==> config.mk <==
export PLATFORM = sky130hd
export DESIGN_NAME = plwt_mem
export DESIGN_NICKNAME = d
export VERILOG_FILES = /design/src/rtl/core/plwt_pkg.sv /design/src/rtl/core/plwt_mem.sv
export SDC_FILE = /design/constraint.sdc
export NUM_CORES = 2
export LEC_CHECK = 0
export ABC_CLOCK_PERIOD_IN_PS = 4800
export BUFFER_PORTS_ARGS = -buffer_cell sky130_fd_sc_hd__buf_2
export CORE_MARGIN = 2
export CORE_UTILIZATION = 35
export CTS_CLUSTER_SIZE = 20
export DETAILED_ROUTE_END_ITERATION = 10
export PLACE_DENSITY = 0.49
export SYNTH_ARGS = -nofsm -noshare
export SYNTH_HDL_FRONTEND = slang
export SYNTH_SLANG_ARGS = --single-unit
export TNS_END_PERCENT = 100
==> constraint.sdc <==
create_clock -name clk -period 4.8 [get_ports clk]
set_clock_uncertainty 0.05 [all_clocks]
set_input_delay 0.96 -clock clk [delete_from_list [all_inputs] [get_ports clk]]
set_output_delay 0.96 -clock clk [all_outputs]
set_load 0.02 [all_outputs]
==> src/rtl/core/plwt_pkg.sv <==
package plwt_pkg;

  localparam int MAX_POINTS = 64;
  localparam int IDX_W      = $clog2(MAX_POINTS);
  localparam int CNT_W      = IDX_W + 1;
  localparam int WL_W       = 16;
  localparam int AMP_W      = 32;
  localparam int FRAC_W     = 16;
  localparam int PROD_W     = AMP_W + FRAC_W + 2;

  typedef enum logic {
    OP_LOAD = 1'b0,
    OP_EVAL = 1'b1
  } op_t;

  typedef struct packed {
    op_t                     operation;
    logic [IDX_W-1:0]        point_index;
    logic [WL_W-1:0]         wavelength;
    logic signed [AMP_W-1:0] amplitude;
  } in_item_t;

  typedef struct packed {
    logic signed [AMP_W-1:0] curve_value;
    logic                    inside_res;
  } out_item_t;

  typedef struct packed {
    logic                    wr_en;
    logic [IDX_W-1:0]        wr_addr;
    logic [WL_W-1:0]         wr_wl;
    logic signed [AMP_W-1:0] wr_amp;
    logic [IDX_W-1:0]        rd_addr;
  } mem_req_t;

  typedef struct packed {
    logic [WL_W-1:0]         wl;
    logic signed [AMP_W-1:0] amp;
  } mem_rsp_t;

  typedef struct packed {
    logic              start;
    logic [WL_W-1:0]   num;
    logic [WL_W-1:0]   den;
  } div_req_t;

  typedef struct packed {
    logic              done;
    logic [FRAC_W-1:0] quot;
  } div_rsp_t;

  typedef struct packed {
    logic busy;
    logic res_valid;
  } ctrl_stat_t;

  typedef enum logic [3:0] {
    ST_IDLE,
    ST_FIRST,
    ST_LAST,
    ST_SEARCH,
    ST_LOW,
    ST_HIGH,
    ST_DIV,
    ST_SUM,
    ST_DONE
  } plwt_state_t;

endpackage

==> src/rtl/core/plwt_mem.sv <==
module plwt_mem
  import plwt_pkg::*;
(
  input  logic     clk,
  input  mem_req_t mem_req,
  output mem_rsp_t mem_rsp
);

  logic [WL_W-1:0]         wl_mem  [MAX_POINTS];
  logic signed [AMP_W-1:0] amp_mem [MAX_POINTS];

  always_ff @(posedge clk) begin
    if (mem_req.wr_en) begin
      wl_mem[mem_req.wr_addr]  <= mem_req.wr_wl;
      amp_mem[mem_req.wr_addr] <= mem_req.wr_amp;
    end
  end

  always_ff @(posedge clk) begin
    mem_rsp.wl  <= wl_mem[mem_req.rd_addr];
    mem_rsp.amp <= amp_mem[mem_req.rd_addr];
  end

endmodule

==> reports/metrics.cfg <==
[sta]
rsz0062_at_grt=false
tns_ns=0
period_minus_slack_ns=3.11
hold_violations=0
setup_ws_ns=1.69
timing.fmax_ghz=0.322
setup_viol=0
maxSlewHeadroom=0.165
worst_pin_slew_ns=1.25
period_share=0.648
slew_viol_final=0

[clock_tree]
htree_num_levels=5
clk_latency_ns=0.89
cts_setup_buffers=0
postCtsHoldBufs=0
cts_max_path_buffers=4
root_buffer=clkbuf_16
clock_sinks=3120
cts_tree=built
cts_buffers=334
post_cts_resized=0
clk_pin_slew_ns=0.06

[synth]
synth_top_flop_cell=edfxtp_1
post_synth_num_cell_types=44
synthArstFlopShare=0
syn_nets=5166
netlist_instances=5104
synth_edf_count=3072
ys_seq_elements=3120
synth_warnings=0
avgSynthCellArea_um2=23.0
netlist_area_mm2=0.118
synth-seq-area-share=0.792

[critical_path]
crit_arrival_ns=3.88
crit_required_ns=5.57
cpPeakStageDelay_ns=0.88
cp_top_family=simple AND/OR/NAND/NOR gates
slowest_stage=nor3_1
path_cells=buf_8 -> buf_12 -> or2_2 -> buf_4 -> o221ai_1 -> a21oi_1 -> nor3_1 -> o22a_1
crit_fanout=40
critPathCaptureType=register
cp.buffers_inverters=3
critPathLaunchType=input port
critical_path_class=input port to register

[outcome]
outcome=finished clean

[drt]
avgRoutedWirePerCell_um=34.1
drtIter0Drc=6178
firstDrtPassIters=5
drc=0
postRouteAntennaNets=0
vias=57400
finalWirelength_um=349000
vias_per_cell=5.61

[die]
die_w_um=584
die-height_um=584
core_area_mm2=0.334
io_pins=110
initial_core_util=0.352
core.rowCount=212
die_area_mm2=0.341

[power]
p_leak_uw=0.0423
peakVddDrop_uv=314
powerDensity_mw_per_mm2=428

[finish]
final_area_mm2=0.136
nFillCells=29100
fin_nets=5640
areaGrowthSynthToFinish_pct=15.8
drive_gt1_frac=0.303

[grt]
grt_usage=0.203
grt_pass1_vias=58300
grt-ovfl-total=0
grt_pass1_wl_um=482000
antenna_found_initial=32
grt_max_degree=85

[flow_run]
max_cap_viol_count=0

[hold_path]
holdCritPathClass=input port to register

[place]
place_congestion=0.780
dp_hpwl_um=201000
dpl_worst_slack_ns=0.818
dpl_cell_area_mm2=0.126
place.port_buffers=109

## metrics by stage
stage               total power (uW)  utilization  hold slack, ns  std cells
finish                         58300        0.408           0.252      10200
global route                   60000        0.408           0.194      10200
CTS                            58800        0.408           0.187      10200
detailed placement             33900        0.377           0.765       9629
global placement               33800        0.377           0.745       9628
floorplan                      32300            -           0.707       5104
## where the power goes
part / switching, uW / internal, uW
Sequential: 135 / 30200
Combinational: 1890 / 1030
Clock: 10500 / 14500
## routing by layer
| layer | GRT usage | wire length [um] |
|---|---|---|
| met4 | 0.0519 | 9260 |
| met1 | 0.285 | 150000 |
| met2 | 0.334 | 170000 |
| met3 | 0.0267 | 19200 |
| met5 | 0 | 23 |
## final timing paths
| kind | start | end | slack [ns] | cells past startpoint |
|---|---|---|---|---|
| worst min-delay path | mem_req[24] | amp_mem[14][18] | 0.25 | 1 |
| worst min register to register | amp_mem[36][10] | mem_rsp[10] | 0.77 | 4 |
| worst max register to register | amp_mem[5][8] | mem_rsp[8] | 2.66 | 5 |
| worst max-delay path | mem_req[2] | mem_rsp[7] | 1.69 | 8 |
## worst reg2reg max path: cells and delay by family (launching register included)
kind | cells | cell delay (ns)
DFF | 1 | 0.35
muxes | 2 | 0.88
AOI/OAI and AO/OA | 3 | 0.72
## synth_stat cells, drive strengths merged, types with 37 or more instances
master  number  area share
nor2       116      0.0037
o21ai       51      0.0022
a211oi      37      0.0024
mux2i      126       0.011
mux2        74      0.0071
nand2       37      0.0012
o221ai      65      0.0048
o22a        38      0.0028
buf        205       0.012
edfxtp    3072        0.78
clkbuf      90      0.0029
o22ai      201       0.011
dfxtp       48      0.0082
mux4       695        0.13
## sequential cells by signal, summed over array words and instances, names as in the netlist
signal,flops
amp_mem,2048
wl_mem,1024
mem_rsp,48
## cell type report
| class | instances | area (um^2) | area share |
|---|---|---|---|
| flip-flops and latches | 3120 | 93200 | 0.684 |
| multi-input cells | 1688 | 23300 | 0.171 |
| clock buffers | 424 | 8950 | 0.0657 |
| well taps | 4387 | 5490 | 0.0403 |
| repair buffers | 433 | 3800 | 0.0279 |
| clock inverters | 163 | 1520 | 0.0111 |
| diodes | 8 | 20.0 | 0.000147 |
| inverters | 1 | 8.76 | 0.0000643 |
## cells by family after synthesis
group | Yosys count | synth area share
DFF | 3120 | 0.792
buffers and inverters | 296 | 0.0147
muxes | 895 | 0.151
and+or+nand+nor | 308 | 0.0128
AOI/OAI and AO/OA | 485 | 0.0293
## placed cells by master (no fill, tap or decap), types with 63 or more instances in the layout
cell type / count
clkbuf_1: 72
o22ai_1: 201
mux2i_1: 126
buf_12: 63
buf_4: 263
clkbuf_16: 341
edfxtp_1: 3072
mux2_2: 74
buf_2: 104
o221ai_1: 65
nor2_4: 64
mux4_2: 695
No activity file was read; power rests on OpenSTA's default activity.
