**config.mk**
```make
export PLATFORM = sky130hd
export DESIGN_NAME = plwt_ctrl
export DESIGN_NICKNAME = d
export VERILOG_FILES = /design/src/rtl/core/plwt_pkg.sv /design/src/rtl/core/plwt_ctrl.sv
export SDC_FILE = /design/constraint.sdc
export NUM_CORES = 2
export LEC_CHECK = 0
export ABC_AREA = 1
export BUFFER_PORTS_ARGS = -buffer_cell sky130_fd_sc_hd__buf_2
export CAP_MARGIN = 20
export CORE_ASPECT_RATIO = 0.7
export CORE_MARGIN = 5
export CORE_UTILIZATION = 25
export DETAILED_ROUTE_END_ITERATION = 10
export GPL_TIMING_DRIVEN = 0
export PLACE_DENSITY_LB_ADDON = 0.05
export SYNTH_ARGS = -nofsm -noshare
export SYNTH_HDL_FRONTEND = slang
export SYNTH_SLANG_ARGS = --single-unit
```
**constraint.sdc**
```tcl
create_clock -name clk -period 11.2 [get_ports clk]
set_input_delay 0.56 -clock clk [delete_from_list [all_inputs] [get_ports clk]]
set_output_delay 0.56 -clock clk [all_outputs]
set_load 0.05 [all_outputs]
```
**src/rtl/core/plwt_pkg.sv**
```systemverilog
package plwt_pkg;

  localparam int MAX_POINTS = 64;
  localparam int IDX_W      = $clog2(MAX_POINTS);
  localparam int CNT_W      = IDX_W + 1;
  localparam int WL_W       = 16;
  localparam int AMP_W      = 32;
  localparam int FRAC_W     = 16;
  localparam int PROD_W     = AMP_W + FRAC_W + 2;

  typedef enum logic {
    OP_LOAD = 1'b0,
    OP_EVAL = 1'b1
  } op_t;

  typedef struct packed {
    op_t                     operation;
    logic [IDX_W-1:0]        point_index;
    logic [WL_W-1:0]         wavelength;
    logic signed [AMP_W-1:0] amplitude;
  } in_item_t;

  typedef struct packed {
    logic signed [AMP_W-1:0] curve_value;
    logic                    inside_res;
  } out_item_t;

  typedef struct packed {
    logic                    wr_en;
    logic [IDX_W-1:0]        wr_addr;
    logic [WL_W-1:0]         wr_wl;
    logic signed [AMP_W-1:0] wr_amp;
    logic [IDX_W-1:0]        rd_addr;
  } mem_req_t;

  typedef struct packed {
    logic [WL_W-1:0]         wl;
    logic signed [AMP_W-1:0] amp;
  } mem_rsp_t;

  typedef struct packed {
    logic              start;
    logic [WL_W-1:0]   num;
    logic [WL_W-1:0]   den;
  } div_req_t;

  typedef struct packed {
    logic              done;
    logic [FRAC_W-1:0] quot;
  } div_rsp_t;

  typedef struct packed {
    logic busy;
    logic res_valid;
  } ctrl_stat_t;

  typedef enum logic [3:0] {
    ST_IDLE,
    ST_FIRST,
    ST_LAST,
    ST_SEARCH,
    ST_LOW,
    ST_HIGH,
    ST_DIV,
    ST_SUM,
    ST_DONE
  } plwt_state_t;

endpackage

```
**src/rtl/core/plwt_ctrl.sv**
```systemverilog
module plwt_ctrl
  import plwt_pkg::*;
(
  input  logic             clk,
  input  logic             rst_n,
  input  logic             in_valid,
  input  in_item_t         in_item,
  input  logic [CNT_W-1:0] point_count,
  output mem_req_t         mem_req,
  input  mem_rsp_t         mem_rsp,
  output div_req_t         div_req,
  input  div_rsp_t         div_rsp,
  input  logic             res_ready,
  output ctrl_stat_t       stat,
  output out_item_t        res
);

  plwt_state_t             state_r, state_nxt;
  logic [WL_W-1:0]         q_r;
  logic [CNT_W-1:0]        n_r;
  logic [IDX_W-1:0]        first_r, size_r, o_r;
  logic [WL_W-1:0]         wl_o_r;
  logic signed [AMP_W-1:0] amp_a_r;
  logic signed [AMP_W:0]   diff_r;
  logic signed [PROD_W-1:0] prod_r;
  out_item_t               res_r;

  logic                    accept, is_eval;
  logic [CNT_W-1:0]        n_in;
  logic [IDX_W-1:0]        size_init;
  logic [IDX_W-1:0]        half, mid, first_s, size_s;
  logic                    go_up;
  logic signed [WL_W:0]    d, span;
  logic                    d_le0, d_ge_span, no_div;

  assign accept  = in_valid && rst_n && (state_r == ST_IDLE);
  assign is_eval = (in_item.operation == OP_EVAL);
  assign n_in    = (point_count > CNT_W'(MAX_POINTS)) ? CNT_W'(MAX_POINTS) : point_count;

  // search over indices 1..n-2 for the largest breakpoint not above the query
  assign size_init = IDX_W'(n_r - CNT_W'(2));
  assign half      = size_r >> 1;
  assign mid       = first_r + half;
  assign go_up     = mem_rsp.wl <= q_r;
  assign first_s   = go_up ? mid + IDX_W'(1) : first_r;
  assign size_s    = go_up ? size_r - half - IDX_W'(1) : half;

  assign d         = $signed({1'b0, q_r}) - $signed({1'b0, wl_o_r});
  assign span      = $signed({1'b0, mem_rsp.wl}) - $signed({1'b0, wl_o_r});
  assign d_le0     = d[WL_W] || (d == '0);
  assign d_ge_span = d >= span;
  assign no_div    = d_le0 || d_ge_span;

  always_comb begin
    state_nxt = state_r;
    unique case (state_r)
      ST_IDLE: begin
        if (accept && is_eval) begin
          state_nxt = (n_in < CNT_W'(2)) ? ST_DONE : ST_FIRST;
        end
      end
      ST_FIRST:  state_nxt = (q_r < mem_rsp.wl) ? ST_DONE : ST_LAST;
      ST_LAST: begin
        if (q_r > mem_rsp.wl) begin
          state_nxt = ST_DONE;
        end else begin
          state_nxt = (n_r == CNT_W'(2)) ? ST_LOW : ST_SEARCH;
        end
      end
      ST_SEARCH: state_nxt = (size_s == '0) ? ST_LOW : ST_SEARCH;
      ST_LOW:    state_nxt = ST_HIGH;
      ST_HIGH:   state_nxt = no_div ? ST_DONE : ST_DIV;
      ST_DIV:    state_nxt = div_rsp.done ? ST_SUM : ST_DIV;
      ST_SUM:    state_nxt = ST_DONE;
      ST_DONE:   state_nxt = res_ready ? ST_IDLE : ST_DONE;
      default:   state_nxt = ST_IDLE;
    endcase
  end

  always_comb begin
    mem_req.wr_en   = accept && !is_eval;
    mem_req.wr_addr = in_item.point_index;
    mem_req.wr_wl   = in_item.wavelength;
    mem_req.wr_amp  = in_item.amplitude;
    mem_req.rd_addr = '0;
    unique case (state_r)
      ST_FIRST: mem_req.rd_addr = IDX_W'(n_r - CNT_W'(1));
      ST_LAST: begin
        mem_req.rd_addr = (n_r == CNT_W'(2)) ? '0 : IDX_W'(1) + (size_init >> 1);
      end
      ST_SEARCH: begin
        mem_req.rd_addr = (size_s == '0) ? first_s - IDX_W'(1) : first_s + (size_s >> 1);
      end
      ST_LOW:   mem_req.rd_addr = o_r + IDX_W'(1);
      default:  mem_req.rd_addr = '0;
    endcase

    div_req.start = (state_r == ST_HIGH) && !no_div;
    div_req.num   = d[WL_W-1:0];
    div_req.den   = span[WL_W-1:0];

    stat.busy      = (state_r != ST_IDLE);
    stat.res_valid = (state_r == ST_DONE);
  end

  always_ff @(posedge clk) begin
    if (!rst_n) begin
      state_r <= ST_IDLE;
    end else begin
      state_r <= state_nxt;
    end
  end

  always_ff @(posedge clk) begin
    unique case (state_r)
      ST_IDLE: begin
        if (accept && is_eval) begin
          q_r   <= in_item.wavelength;
          n_r   <= n_in;
          res_r <= '0;
        end
      end
      ST_LAST: begin
        first_r <= IDX_W'(1);
        size_r  <= size_init;
        o_r     <= '0;
      end
      ST_SEARCH: begin
        first_r <= first_s;
        size_r  <= size_s;
        o_r     <= first_s - IDX_W'(1);
      end
      ST_LOW: begin
        wl_o_r  <= mem_rsp.wl;
        amp_a_r <= mem_rsp.amp;
      end
      ST_HIGH: begin
        if (d_le0) begin
          res_r <= '{curve_value: amp_a_r, inside_res: 1'b1};
        end else if (d_ge_span) begin
          res_r <= '{curve_value: mem_rsp.amp, inside_res: 1'b1};
        end else begin
          diff_r <= $signed({mem_rsp.amp[AMP_W-1], mem_rsp.amp})
                  - $signed({amp_a_r[AMP_W-1], amp_a_r});
        end
      end
      ST_DIV: begin
        if (div_rsp.done) begin
          prod_r <= $signed({1'b0, div_rsp.quot}) * diff_r;
        end
      end
      ST_SUM: begin
        // arithmetic shift by 16 floors toward minus infinity
        res_r.curve_value <= amp_a_r + prod_r[AMP_W+FRAC_W-1:FRAC_W];
        res_r.inside_res  <= 1'b1;
      end
      default: begin
      end
    endcase
  end

  assign res = res_r;

endmodule
```
==> impl_metrics.csv <==
group,metric,value,unit
run_status,status,"finished, final reports clean",
timing,relSlewSlack,15.54,%
clock_tree,clockBufferDepth,2,
grt,grt-ovfl-total,0,
grt,first_global_vias,27990,
logic_synthesis,synth_cell_types,53,
clock_tree,cts-root-buf,"clkbuf_16",
placement,gp_congestion,0.8980,
worst_setup_path,cp_slowest_stage_delay,0.82,ns
placement,port_buffers,206,
clock_tree,cts-htree-levels,4,
logic_synthesis,ys_seq_area_share,16.88,%
logic_synthesis,synth_seq_cells,191,
worst_setup_path,critPathMostFrequentCell,"fa_1",
logic_synthesis,ys_async_sr_fraction,0,%
drt,drt_first_pass_iters,6,
power_and_ir_drop,pwr-share-clk,7.5,%
logic_synthesis,synth_area_leader_cell,"fa_1",
logic_synthesis,synthTopCellsByCount,"1141 x inv_1, 1011 x nand2_1, 496 x fa_1",
worst_setup_path,endpoint_kind,"flop",
power_and_ir_drop,p_per_area,223.1,nW/um^2
logic_synthesis,synth_edf_count,187,
power_and_ir_drop,comb_power_share,79.7,%
logic_synthesis,netlist_area,33740,sq um
floorplan,fp.dieW,449.1,um
worst_setup_path,start_kind,"primary input",
layout,num-fill-cells,14870,
power_and_ir_drop,seq_power_share,12.8,%
logic_synthesis,synth.most_common_cell,"inv_1",
logic_synthesis,avgSynthCellArea,7.803,sq um
power_and_ir_drop,p_leak,20.05,nW
clock_tree,clkSinkCount,191,
grt,antenna_found_initial,9,
clock_tree,cts_resized,0,
worst_hold_path,min_path_type,"primary input to flop",
timing,finalCritPeriodShare,72.82,%
timing,rsz0062_at_grt,"false",
grt,grt_max_degree,35,
logic_synthesis,syn-instance-count,4324,
worst_setup_path,worstPathArrival,8.38,ns
timing,fin_skew,0.01533,ns
timing,maxClockFrequency,122.6,MHz
drt,vias_per_cell,4.424,
clock_tree,postCtsSetupRepairBufs,0,
layout,multi_input_area,22750,sq um
grt,grt_usage,19.54,%
drt,drc_errors,0,
power_and_ir_drop,p_sw,4.914,mW
timing,finalHoldViolations,0,
worst_hold_path,hold-path-cell-count,1,
worst_setup_path,crit_fanout,10,
grt,grt_pass1_wl,201900,um
worst_setup_path,critical_path_required,11.42,ns
drt,drt_wl_total,140000,um
placement,hpwl,123000,um
worst_setup_path,reg2reg_depth,20,
layout,layout.nets,5453,
floorplan,coreArea,133700,sq um
worst_setup_path,slowest_stage,"clkbuf_1",
worst_setup_path,path_cells,"clkbuf_1 -> clkbuf_1 -> nand2_1 -> fa_1 -> fa_1 -> fa_1 -> inv_1 -> fa_1 -> fa_1 -> fa_1 -> ha_1 -> a21oi_1 -> inv_1 -> a31oi_1 -> o21ai_0 -> a21oi_1 -> o21ai_0 -> nand3_1 -> nand2_1 -> xor2_1",
power_and_ir_drop,ir_worst_vdd,0.2287,mV
logic_synthesis,syn_nets,5211,
timing,timing.setup.tns,0,ns
drt,first_iter_violations,2280,
floorplan,ios,260,
clock_tree,cts_hold_buf,0,
clock_tree,insertion_delay,0.48,ns
floorplan,die_h,317.4,um
logic_synthesis,synth_top_area_share,29.43,%
logic_synthesis,yosys-top-cells-area,"fa_1 29%, edfxtp_1 17%, inv_1 13%, nand2_1 11%, ha_1 9.6%",
floorplan,rows,112,
power_and_ir_drop,p_int,3.529,mW
logic_synthesis,ys.warnings.count,0,
layout,regArea,5695,sq um
drt,wl_per_cell,22.06,um
layout,stdcell_area,37850,sq um
timing,slew_viol_final,0,
power_and_ir_drop,switching_share,58.20,%
timing,worst_slew_pin_slew,1.267,ns
timing,setup_viol,0,
layout,area_growth,12.17,%
flow_run,maxCapViolCount,0,
clock_tree,cts.clk_slew.worst_paths,0.08,ns
logic_synthesis,synth_flop_cell,"edfxtp_1",
timing,min_period,8.155,ns
floorplan,die_area,142500,sq um
floorplan,start_util,25.24,%
layout,drive_gt1_share,8.235,%
placement,placed_cell_area,37220,sq um
drt,vias,28090,
drt,final_antenna_net_count,0,
worst_setup_path,critPathKind,"primary input to flop",
clock_tree,cts_buffers,17,
clock_tree,cts_tree,"yes",
==> power groups by stage <==
stage | Clock (mW) | Combinational, mW | Sequential (mW)
2_1_floorplan | 0 | 4.21 | 1.16
3_3_place_gp | 0 | 6.74 | 1.10
3_5_place_dp | 0 | 6.67 | 1.10
4_1_cts | 0.665 | 6.72 | 1.08
5_1_grt | 0.694 | 7.43 | 1.08
6_report | 0.635 | 6.73 | 1.08
==> critical path, delay by kind of cell <==
family,cells,cell delay [ns]
simple gates,3,0.52
fa+ha+maj,7,3.51
xor+xnor,1,0.16
compound gates,5,1.98
buf+inv,4,1.61
==> flip-flops by register name, summed over array words and instances (netlist names) <==
signal   count
o_r          6
res         33
amp_a_r     32
size_r       6
q_r         16
first_r      6
n_r          7
diff_r      33
wl_o_r      16
state_r      4
prod_r      32
==> cell families after synthesis <==
| kind of cell | share of synthesized area, % |
|---|---|
| xor gates and xnor gates | 2.777 |
| buffers and inverters | 15.77 |
| adders and majority gates | 39.07 |
| and+or+nand+nor | 17.71 |
| AOI/OAI and AO/OA | 7.795 |
| DFF | 16.88 |
==> path summary, 6_finish.rpt <==
check             slack (ns)         end        start
setup / recovery        3.04  prod_r[33]   div_rsp[2]
hold / removal          0.28      q_r[5]  in_item[37]
setup reg to reg        3.09  prod_r[33]   diff_r[11]
hold reg to reg         0.61  state_r[3]   state_r[3]
==> metal layers <==
metal	vias up	track usage, %	wire [um]
met5	-	0	0
met4	0	2.100	1104
met3	39	3.642	8590
met2	698	26.76	54180
met1	13900	32.03	76150
li1	13450	-	-
==> layout by cell type (no fill, tap or decap), types with 7 or more instances in the layout <==
cell       netlist  final
a21boi_0         7      7
a21o_1          22     22
a21oi_1        191    191
a31oi_1         15     15
buf_2            5    212
buf_4           55     55
buf_8            2     15
clkbuf_1       133    135
clkbuf_16        0     17
edfxtp_1       187    187
fa_1           496    496
ha_1           260    260
inv_1         1141   1139
nand2_1       1011   1011
nand3_1        106    106
nand3b_1        10     10
nand4_1         39     39
nor2_1         192    188
nor2_2          24     25
nor3_1          34     34
nor4_1           9      9
o211ai_1        16     16
o21a_1          13     13
o21ai_0        118    118
o21ai_1         43     43
o21bai_1        13     13
or2_2            8      8
xnor2_1         31     31
xor2_1          76     76
==> area by class of cell <==
cell class                 count  share of cell area (%)
clock inverter                12                  0.3637
clock buffer                  19                   1.144
timing repair buffer         223                   3.412
buffer                       199                   2.675
antenna                        3                 0.01984
sequential                   191                   15.05
inverter                    1147                   11.38
tap                         1767                   5.842
multi-input combinational   2787                   60.11
==> through the flow <==
| stage | util (%) | power, mW | cells | hold slack (ns) | setup WS [ns] |
|---|---|---|---|---|---|
| floorplan | - | 5.362 | 4324 | 0.5365 | 5.176 |
| global placement | 27.66 | 7.833 | 6297 | 0.6031 | 2.577 |
| detailed placement | 27.84 | 7.767 | 6311 | 0.5945 | 2.679 |
| CTS | 28.27 | 8.465 | 6342 | 0.2288 | 3.177 |
| global route | 28.30 | 9.206 | 6345 | 0.2414 | 2.874 |
| finish | 28.31 | 8.443 | 6348 | 0.2777 | 3.045 |
Note: power is estimated with default switching activity, not from simulation.
