--- src/rtl/core/plwt_pkg.sv ---
package plwt_pkg;

  localparam int MAX_POINTS = 64;
  localparam int IDX_W      = $clog2(MAX_POINTS);
  localparam int CNT_W      = IDX_W + 1;
  localparam int WL_W       = 16;
  localparam int AMP_W      = 32;
  localparam int FRAC_W     = 16;
  localparam int PROD_W     = AMP_W + FRAC_W + 2;

  typedef enum logic {
    OP_LOAD = 1'b0,
    OP_EVAL = 1'b1
  } op_t;

  typedef struct packed {
    op_t                     operation;
    logic [IDX_W-1:0]        point_index;
    logic [WL_W-1:0]         wavelength;
    logic signed [AMP_W-1:0] amplitude;
  } in_item_t;

  typedef struct packed {
    logic signed [AMP_W-1:0] curve_value;
    logic                    inside_res;
  } out_item_t;

  typedef struct packed {
    logic                    wr_en;
    logic [IDX_W-1:0]        wr_addr;
    logic [WL_W-1:0]         wr_wl;
    logic signed [AMP_W-1:0] wr_amp;
    logic [IDX_W-1:0]        rd_addr;
  } mem_req_t;

  typedef struct packed {
    logic [WL_W-1:0]         wl;
    logic signed [AMP_W-1:0] amp;
  } mem_rsp_t;

  typedef struct packed {
    logic              start;
    logic [WL_W-1:0]   num;
    logic [WL_W-1:0]   den;
  } div_req_t;

  typedef struct packed {
    logic              done;
    logic [FRAC_W-1:0] quot;
  } div_rsp_t;

  typedef struct packed {
    logic busy;
    logic res_valid;
  } ctrl_stat_t;

  typedef enum logic [3:0] {
    ST_IDLE,
    ST_FIRST,
    ST_LAST,
    ST_SEARCH,
    ST_LOW,
    ST_HIGH,
    ST_DIV,
    ST_SUM,
    ST_DONE
  } plwt_state_t;

endpackage

--- src/rtl/core/plwt_div.sv ---
module plwt_div
  import plwt_pkg::*;
(
  input  logic     clk,
  input  logic     rst_n,
  input  div_req_t div_req,
  output div_rsp_t div_rsp
);

  localparam int STEP_W = $clog2(FRAC_W + 1);

  logic [WL_W-1:0]     rem_r;
  logic [WL_W-1:0]     den_r;
  logic [FRAC_W-1:0]   quot_r;
  logic [STEP_W-1:0]   step_r;
  logic                busy_r;
  logic                done_r;
  logic [WL_W:0]       rem_sh;
  logic                fits;

  // restoring division, one quotient bit per cycle; num < den so rem stays below 2^16
  assign rem_sh = {rem_r, 1'b0};
  assign fits   = rem_sh >= {1'b0, den_r};

  always_ff @(posedge clk) begin
    if (!rst_n) begin
      busy_r <= 1'b0;
      done_r <= 1'b0;
      step_r <= '0;
    end else begin
      done_r <= 1'b0;
      if (div_req.start) begin
        busy_r <= 1'b1;
        step_r <= STEP_W'(FRAC_W);
      end else if (busy_r) begin
        step_r <= step_r - STEP_W'(1);
        if (step_r == STEP_W'(1)) begin
          busy_r <= 1'b0;
          done_r <= 1'b1;
        end
      end
    end
  end

  always_ff @(posedge clk) begin
    if (div_req.start) begin
      rem_r  <= div_req.num;
      den_r  <= div_req.den;
      quot_r <= '0;
    end else if (busy_r) begin
      rem_r  <= fits ? WL_W'(rem_sh - {1'b0, den_r}) : rem_sh[WL_W-1:0];
      quot_r <= {quot_r[FRAC_W-2:0], fits};
    end
  end

  assign div_rsp.done = done_r;
  assign div_rsp.quot = quot_r;

endmodule

--- config.mk ---
export PLATFORM = sky130hd
export DESIGN_NAME = plwt_div
export DESIGN_NICKNAME = d
export VERILOG_FILES = /design/src/rtl/core/plwt_pkg.sv /design/src/rtl/core/plwt_div.sv
export SDC_FILE = /design/constraint.sdc
export NUM_CORES = 1
export LEC_CHECK = 0
export BUFFER_PORTS_ARGS = -buffer_cell sky130_fd_sc_hd__buf_4
export CELL_PAD_IN_SITES_DETAIL_PLACEMENT = 1
export CELL_PAD_IN_SITES_GLOBAL_PLACEMENT = 1
export CORE_ASPECT_RATIO = 0.9
export CORE_MARGIN = 3
export CORE_UTILIZATION = 41
export CTS_BUF_LIST = sky130_fd_sc_hd__clkbuf_16
export DETAILED_ROUTE_END_ITERATION = 12
export PLACE_DENSITY_LB_ADDON = 0.08
export SLEW_MARGIN = 5
export SYNTH_ARGS = -nofsm -noshare
export SYNTH_HDL_FRONTEND = slang
export SYNTH_SLANG_ARGS = --single-unit
--- constraint.sdc ---
create_clock -name clk -period 3.7 [get_ports clk]
set_clock_uncertainty 0.2 [all_clocks]
set_input_delay 0 -clock clk [delete_from_list [all_inputs] [get_ports clk]]
set_output_delay 0 -clock clk [all_outputs]
set_load 0.01 [all_outputs]
==> reports/qor.yml, run 1 <==
outcome: "completed"
synth_area_per_cell_sq_um: 9.746
synth-seq-area-share_pct: 43.28
core_sq_um: 7657
dr_wl_met2_mm: 4.048
io_pins: 52
grt.total_usage_pct: 19.25
synth_commonest_cells: "37 x nor2_1, 32 x edfxtp_1, 26 x inv_1"
insertion_delay_ns: 0.30
synth_cell_types: 58
viasPerCell: 5.480
critPathMaxStageDelay_ns: 0.76
synth_simple_gate_area_share_pct: 15.05
diodes: 0
grt_pass1_wl_mm: 14.35
wl_met3_microns: 275
cp_slowest_cell: "a31oi_1"
drcViolationCount: 0
grt_max_degree: 82
die_w_microns: 100.3
reg2reg_depth: 8
cp-end-kind: "flip-flop"
arrival_ns: 3.08
rows: 30
tightest_slew_ns: 1.000
dr.pass1.iters: 4
synth_most_common_cell: "nor2_1"
critPathKind: "reg2reg"
fp.dieH_microns: 90.91
gp_congestion: 0.7919
setup_viol_count_final: 0
relSlewSlack_pct: 33.02
timing.rr.end: "rem_r[4]"
place_area_sq_um: 3685
nFillCells: 886
yosys-top-cells-area: "edfxtp_1 29%, dfxtp_1 14%, ha_1 6.9%"
rsz0062_at_grt: "false"
cts_tree: "built"
cp-start-kind: "flip-flop"
setup_tns_ns: 0
mappedNetlistNets: 391
initial_core_util_pct: 42.89
maxUsedRoutingLayer: "met4"
ctsResizeCount: 0
synth_xor_area_share_pct: 3.200
hp-start: "div_req[30]"
final_antenna_net_count: 0
cts-htree-levels: 2
ys_ff_latch: 55
cts_buffers: 5
drt_iter0_drc: 87
hold_end: "rem_r[14]"
netlist_instances: 337
die-area_sq_um: 9122
drive_above_1_share_pct: 18.14
async_flop_share_pct: 0
path_max_fanout: 9
cp_num_buf_inv: 1
area_growth_pct: 26.25
reg2reg_from: "rem_r[7]"
multi_input_area_sq_um: 1640
drt-met1-wl_mm: 4.095
synth_top_family_by_area: "compound AO/OA/AOI/OAI gates"
crit_required_ns: 3.62
synthAdderAreaFrac_pct: 7.467
path_cells: "ha_1, a21oi_2, o21ai_2, a31o_1, a31oi_1, buf_4, nand2_1, o311ai_1"
yosysWarnings: 0
peakVddDrop_mv: 0.2464
cts.sinks: 55
antenna_found_initial: 0
synth_compound_area_share_pct: 19.35
power.density_nw_per_um2: 501.4
root_buffer: "clkbuf_16"
hold_violations: 0
cap_violations: 0
wirelength_mm: 8.522
finalCriticalPeriod_ns: 3.161
drv_slew: 0
critPathTopFamily: "compound AO/OA/AOI/OAI gates"
leakage_nw: 1.718
via_count: 2762
syn_area_sq_um: 3284
hold_depth: 4
clk_pin_slew_ns: 0.08
timing.fmax_mhz: 316.3
ys.flop_type: "edfxtp_1"
post_drt_wl_per_cell_microns: 16.91
min_path_type: "in2reg"
synth-edff-count: 32
grt.overflow.total: 0
numPortBuffers: 51
nets: 461
final_area_sq_um: 4146
period_share_pct: 85.44
regArea_sq_um: 1421
clockBufferDepth: 2
r2r_slack_ns: 0.54
synthMuxAreaShare_pct: 4.876
yosysTopAreaCell: "edfxtp_1"
dp.final_hpwl_mm: 5.828
grt_pass1_vias: 2905
synth_top_area_share_pct: 29.26
[logic make-up (layout without fill, tap and decap cells)]
kind of cell               count (synthesis)  after routing
AOI/OAI and AO/OA                         88             88
xor gates and xnor gates                  12             12
adders and majority gates                 19             19
buffers and inverters                     48            119
DFF                                       55             55
muxes                                     16             16
and+or+nand+nor                           99             99
[worst reg2reg max path: stages, from the launching register on]
cell and delay, ns:
edfxtp_1 0.40, ha_1 0.43, a21oi_2 0.19, o21ai_2 0.11, a31o_1 0.25, a31oi_1 0.76, buf_4 0.30, nand2_1 0.09
o311ai_1 0.25
[power breakdown]
group | leakage (nW) | internal [W] | switching (W) | total (W)
Combinational | 1.14 | 0.000337 | 0.000475 | 0.000812
Sequential | 0.505 | 0.000734 | 0.0000399 | 0.000774
Clock | 0.0762 | 0.000258 | 0.000235 | 0.000493
Total | 1.72 | 0.00133 | 0.000750 | 0.00208
[stage by stage]
stage / hold WS [ns] / power, W / setup WS, ns / std cells / utilization, %
floorplan: -0.1011 / 0.001381 / 1.203 / 337 / -
global placement: -0.02172 / 0.001540 / 0.5489 / 465 / 48.12
detailed placement: -0.02043 / 0.001564 / 0.5281 / 465 / 48.12
CTS: 0.02290 / 0.002094 / 0.5264 / 504 / 54.15
global route: 0.03080 / 0.002217 / 0.3294 / 504 / 54.15
finish: 0.03724 / 0.002079 / 0.5387 / 504 / 54.15
[layout make-up]
type | count | share of cell area (%)
Sequential cell | 55 | 34.28
Inverter | 26 | 2.354
Tap cell | 96 | 2.897
Multi-Input combinational cell | 234 | 39.56
Timing Repair Buffer | 85 | 17.26
Clock buffer | 5 | 3.017
Clock inverter | 3 | 0.6337
[flip-flops by register name, summed over array words and instances, names as in the netlist]
| register | count |
|---|---|
| rem_r | 16 |
| quot_r | 16 |
| done_r | 1 |
| busy_r | 1 |
| step_r | 5 |
| den_r | 16 |
[per-layer routing]
layer / vias up / global-route usage, %
li1: 1372 / -
met1: 1330 / 27.19
met2: 51 / 30.79
met3: 9 / 3.320
met4: 0 / 4.153
met5: - / 0
[cell usage in the layout (no fill, tap or decap), drive strengths merged, types with 5 or more instances in the layout]
cell type / instances
nand4b: 5
edfxtp: 32
a211oi: 5
nand2b: 7
nand4: 5
xor2: 5
mux2i: 16
o311ai: 7
clkbuf: 5
nor2b: 10
o31ai: 6
dlygate4sd3: 31
o21ai: 16
a21oi: 18
nand2: 22
xnor2: 7
dfxtp: 23
buf: 54
inv: 28
a32oi: 6
nor2: 38
ha: 18
[timing repair]
item,4_1_cts,5_1_grt
setup buffers,0,0
endpoints found under the hold margin,37,0
hold buffers,31,0
[worst max-delay path by stage]
| stage | from | to | slack, ns | cells after the start |
|---|---|---|---|---|
| CTS | rem_r[7] | rem_r[4] | 0.53 | 8 |
| finish | rem_r[7] | rem_r[4] | 0.54 | 8 |
| global placement | rem_r[4] | rem_r[4] | 0.55 | 8 |
| detailed placement | rem_r[7] | rem_r[4] | 0.53 | 8 |
| global route | rem_r[5] | rem_r[4] | 0.33 | 8 |
| floorplan | rem_r[6] | rem_r[14] | 1.20 | 8 |
Power figures use the tool's default switching activity.
==> inputs of run 2 (changes only) <==
==> constraint.sdc (replaced) <==
create_clock -name clk -period 3.93 [get_ports clk]
set_clock_uncertainty 0.2 [all_clocks]
set_input_delay 0 -clock clk [delete_from_list [all_inputs] [get_ports clk]]
set_output_delay 0 -clock clk [all_outputs]
set_load 0.01 [all_outputs]
==> reports/qor.yml, run 2 (synthesized netlist as in run 1, its figures left out) <==
grt_max_degree: 82  # unchanged
clockBufferDepth: 2  # unchanged
cap_violations: 0  # unchanged
drt_iter0_drc: 87  # unchanged
rows: 30  # unchanged
wirelength_mm: 8.452  # -0.82%
hold_depth: 4  # unchanged
nFillCells: 874  # -1.4%
initial_core_util_pct: 42.89  # unchanged
power.density_nw_per_um2: 469.7  # -6.3%
relSlewSlack_pct: 45.54  # +13 points
drv_slew: 0  # unchanged
multi_input_area_sq_um: 1640  # unchanged
core_sq_um: 7657  # unchanged
diodes: 0  # unchanged
rsz0062_at_grt: "false"
cts_tree: "built"
final_common_cell: "buf_4"
cts_buffers: 5  # unchanged
period_share_pct: 74.67  # -11 points
grt.overflow.total: 0  # unchanged
cts-htree-levels: 2  # unchanged
setup_tns_ns: 0  # unchanged
clk_pin_slew_ns: 0.08  # about the same
die-area_sq_um: 9122  # unchanged
dpl_worst_slack_ns: 0.9852  # +0.4571 ns
post_drt_wl_per_cell_microns: 16.67  # -1.4%
cts.sinks: 55  # unchanged
fin_ws_ns: 0.9953  # +0.4566 ns
via_count: 2726  # -1.3%
hold_end: "rem_r[15]"
area_growth_pct: 26.90
cp-start-kind: "flip-flop"
nets: 464  # +0.65%
hold_violations: 0  # unchanged
fp.dieH_microns: 90.91  # unchanged
setup_viol_count_final: 0  # unchanged
finalCriticalPeriod_ns: 2.935  # -0.2266 ns
regArea_sq_um: 1421  # unchanged
timing.rr.end: "rem_r[3]"
grt_pass1_vias: 2838  # -2.3%
antenna_found_initial: 0  # unchanged
cp-end-kind: "flip-flop"
ctsResizeCount: 0  # unchanged
whs_ns: 0.05250  # +0.01526 ns
viasPerCell: 5.377  # -1.9%
crit_required_ns: 3.75  # +0.13 ns
cp_num_buf_inv: 1  # unchanged
path_max_fanout: 13  # +4
grt.total_usage_pct: 19.03  # -0.22 points
min_path_type: "in2reg"
grt_pass1_wl_mm: 14.12  # -1.5%
dr.pass1.iters: 4  # unchanged
largestRegisters: "den_r: 16 flops, quot_r: 16 flops, rem_r: 16 flops"
reg2reg_depth: 8  # unchanged
critPathTopFamily: "compound AO/OA/AOI/OAI gates"
leakage_nw: 1.730  # +0.66%
insertion_delay_ns: 0.30  # about the same
die_w_microns: 100.3  # unchanged
critPathKind: "reg2reg"
tightest_slew_ns: 0.8169  # -0.1832 ns
critPathMaxStageDelay_ns: 0.61  # -0.15 ns
hp-start: "div_req[31]"
outcome: "completed"
arrival_ns: 2.75  # -0.33 ns
peakVddDrop_mv: 0.2342  # -4.9%
path_cells: "inv_1, ha_1, nor2b_1, o2111ai_1, a21oi_1, o21a_2, nor2_2, o311ai_1"
final_antenna_net_count: 0  # unchanged
cp_slowest_cell: "nor2_2"
dp.final_hpwl_mm: 5.688  # -2.4%
timing.fmax_mhz: 340.7  # +7.7%
io_pins: 52  # unchanged
gp_congestion: 0.7839  # -1.0%
root_buffer: "clkbuf_16"
numPortBuffers: 51  # unchanged
reg2reg_from: "den_r[1]"
drive_above_1_share_pct: 18.49  # +0.35 points
drcViolationCount: 0  # unchanged
r2r_slack_ns: 1.0  # +0.46 ns
layout_common_cells: "56 x buf_4, 37 x nor2_1, 32 x edfxtp_1, 32 x dlygate4sd3_1, 26 x inv_1"
run 2: cell count changes in the layout (fill, tap and decap cells not counted), sizes merged:
| cell | previous run | this run |
|---|---|---|
| buf | 54 | 56 |
| clkinv | 1 | 2 |
| dlygate4sd3 | 31 | 32 |
| inv | 28 | 27 |
run 2: through the flow:
stage	instances	area (sq um)	total power, W	utilization [%]
final	507	4168	0.001958	54.43
after global routing	507	4168	0.002094	54.43
after CTS	507	4168	0.001969	54.43
after detailed placement	467	3700	0.001475	48.32
after global placement	467	3700	0.001458	48.32
after floorplan	337	3284	0.001300	-
run 2: worst max-delay path by stage:
| stage | startpoint | end | slack (ns) | cells after the start |
|---|---|---|---|---|
| final | den_r[1] | rem_r[3] | 1.0 | 8 |
| after CTS | rem_r[5] | rem_r[5] | 0.97 | 7 |
| after detailed placement | rem_r[5] | rem_r[5] | 0.99 | 7 |
| after global placement | rem_r[10] | rem_r[4] | 1.03 | 8 |
| after global routing | den_r[1] | rem_r[5] | 0.76 | 8 |
| after floorplan | rem_r[6] | rem_r[14] | 1.43 | 8 |
run 2: where the power goes:
group | internal, W | switching [W]
clock | 0.000239 | 0.000220
sequential | 0.000691 | 0.0000353
combinational | 0.000321 | 0.000450
total | 0.00125 | 0.000705
run 2: timing repair:
action,4_1_cts,5_1_grt
endpoints found under the hold margin,38,0
hold buffers,32,0
setup buffers,0,0
run 2: layer usage:
layer  vias up  GRT usage [%]  wire (microns)
met5         -              0               0
met4         0          3.479              48
met3         5          2.857             226
met2        40          30.91            3981
met1      1305          26.99            4195
li1       1376              -               -
run 2: worst min-delay path, stage by stage:
cell	delay [ns]
buf_4	0.10
nand2b_1	0.16
o41ai_1	0.07
a31oi_1	0.05
run 2: cell type report:
type	instances	share of cell area [%]
Clock buffer	5	3.002
Clock inverter	3	0.5404
Inverter	26	2.342
Multi-Input combinational cell	234	39.36
Sequential cell	55	34.10
Tap cell	96	2.882
Timing Repair Buffer	88	17.77
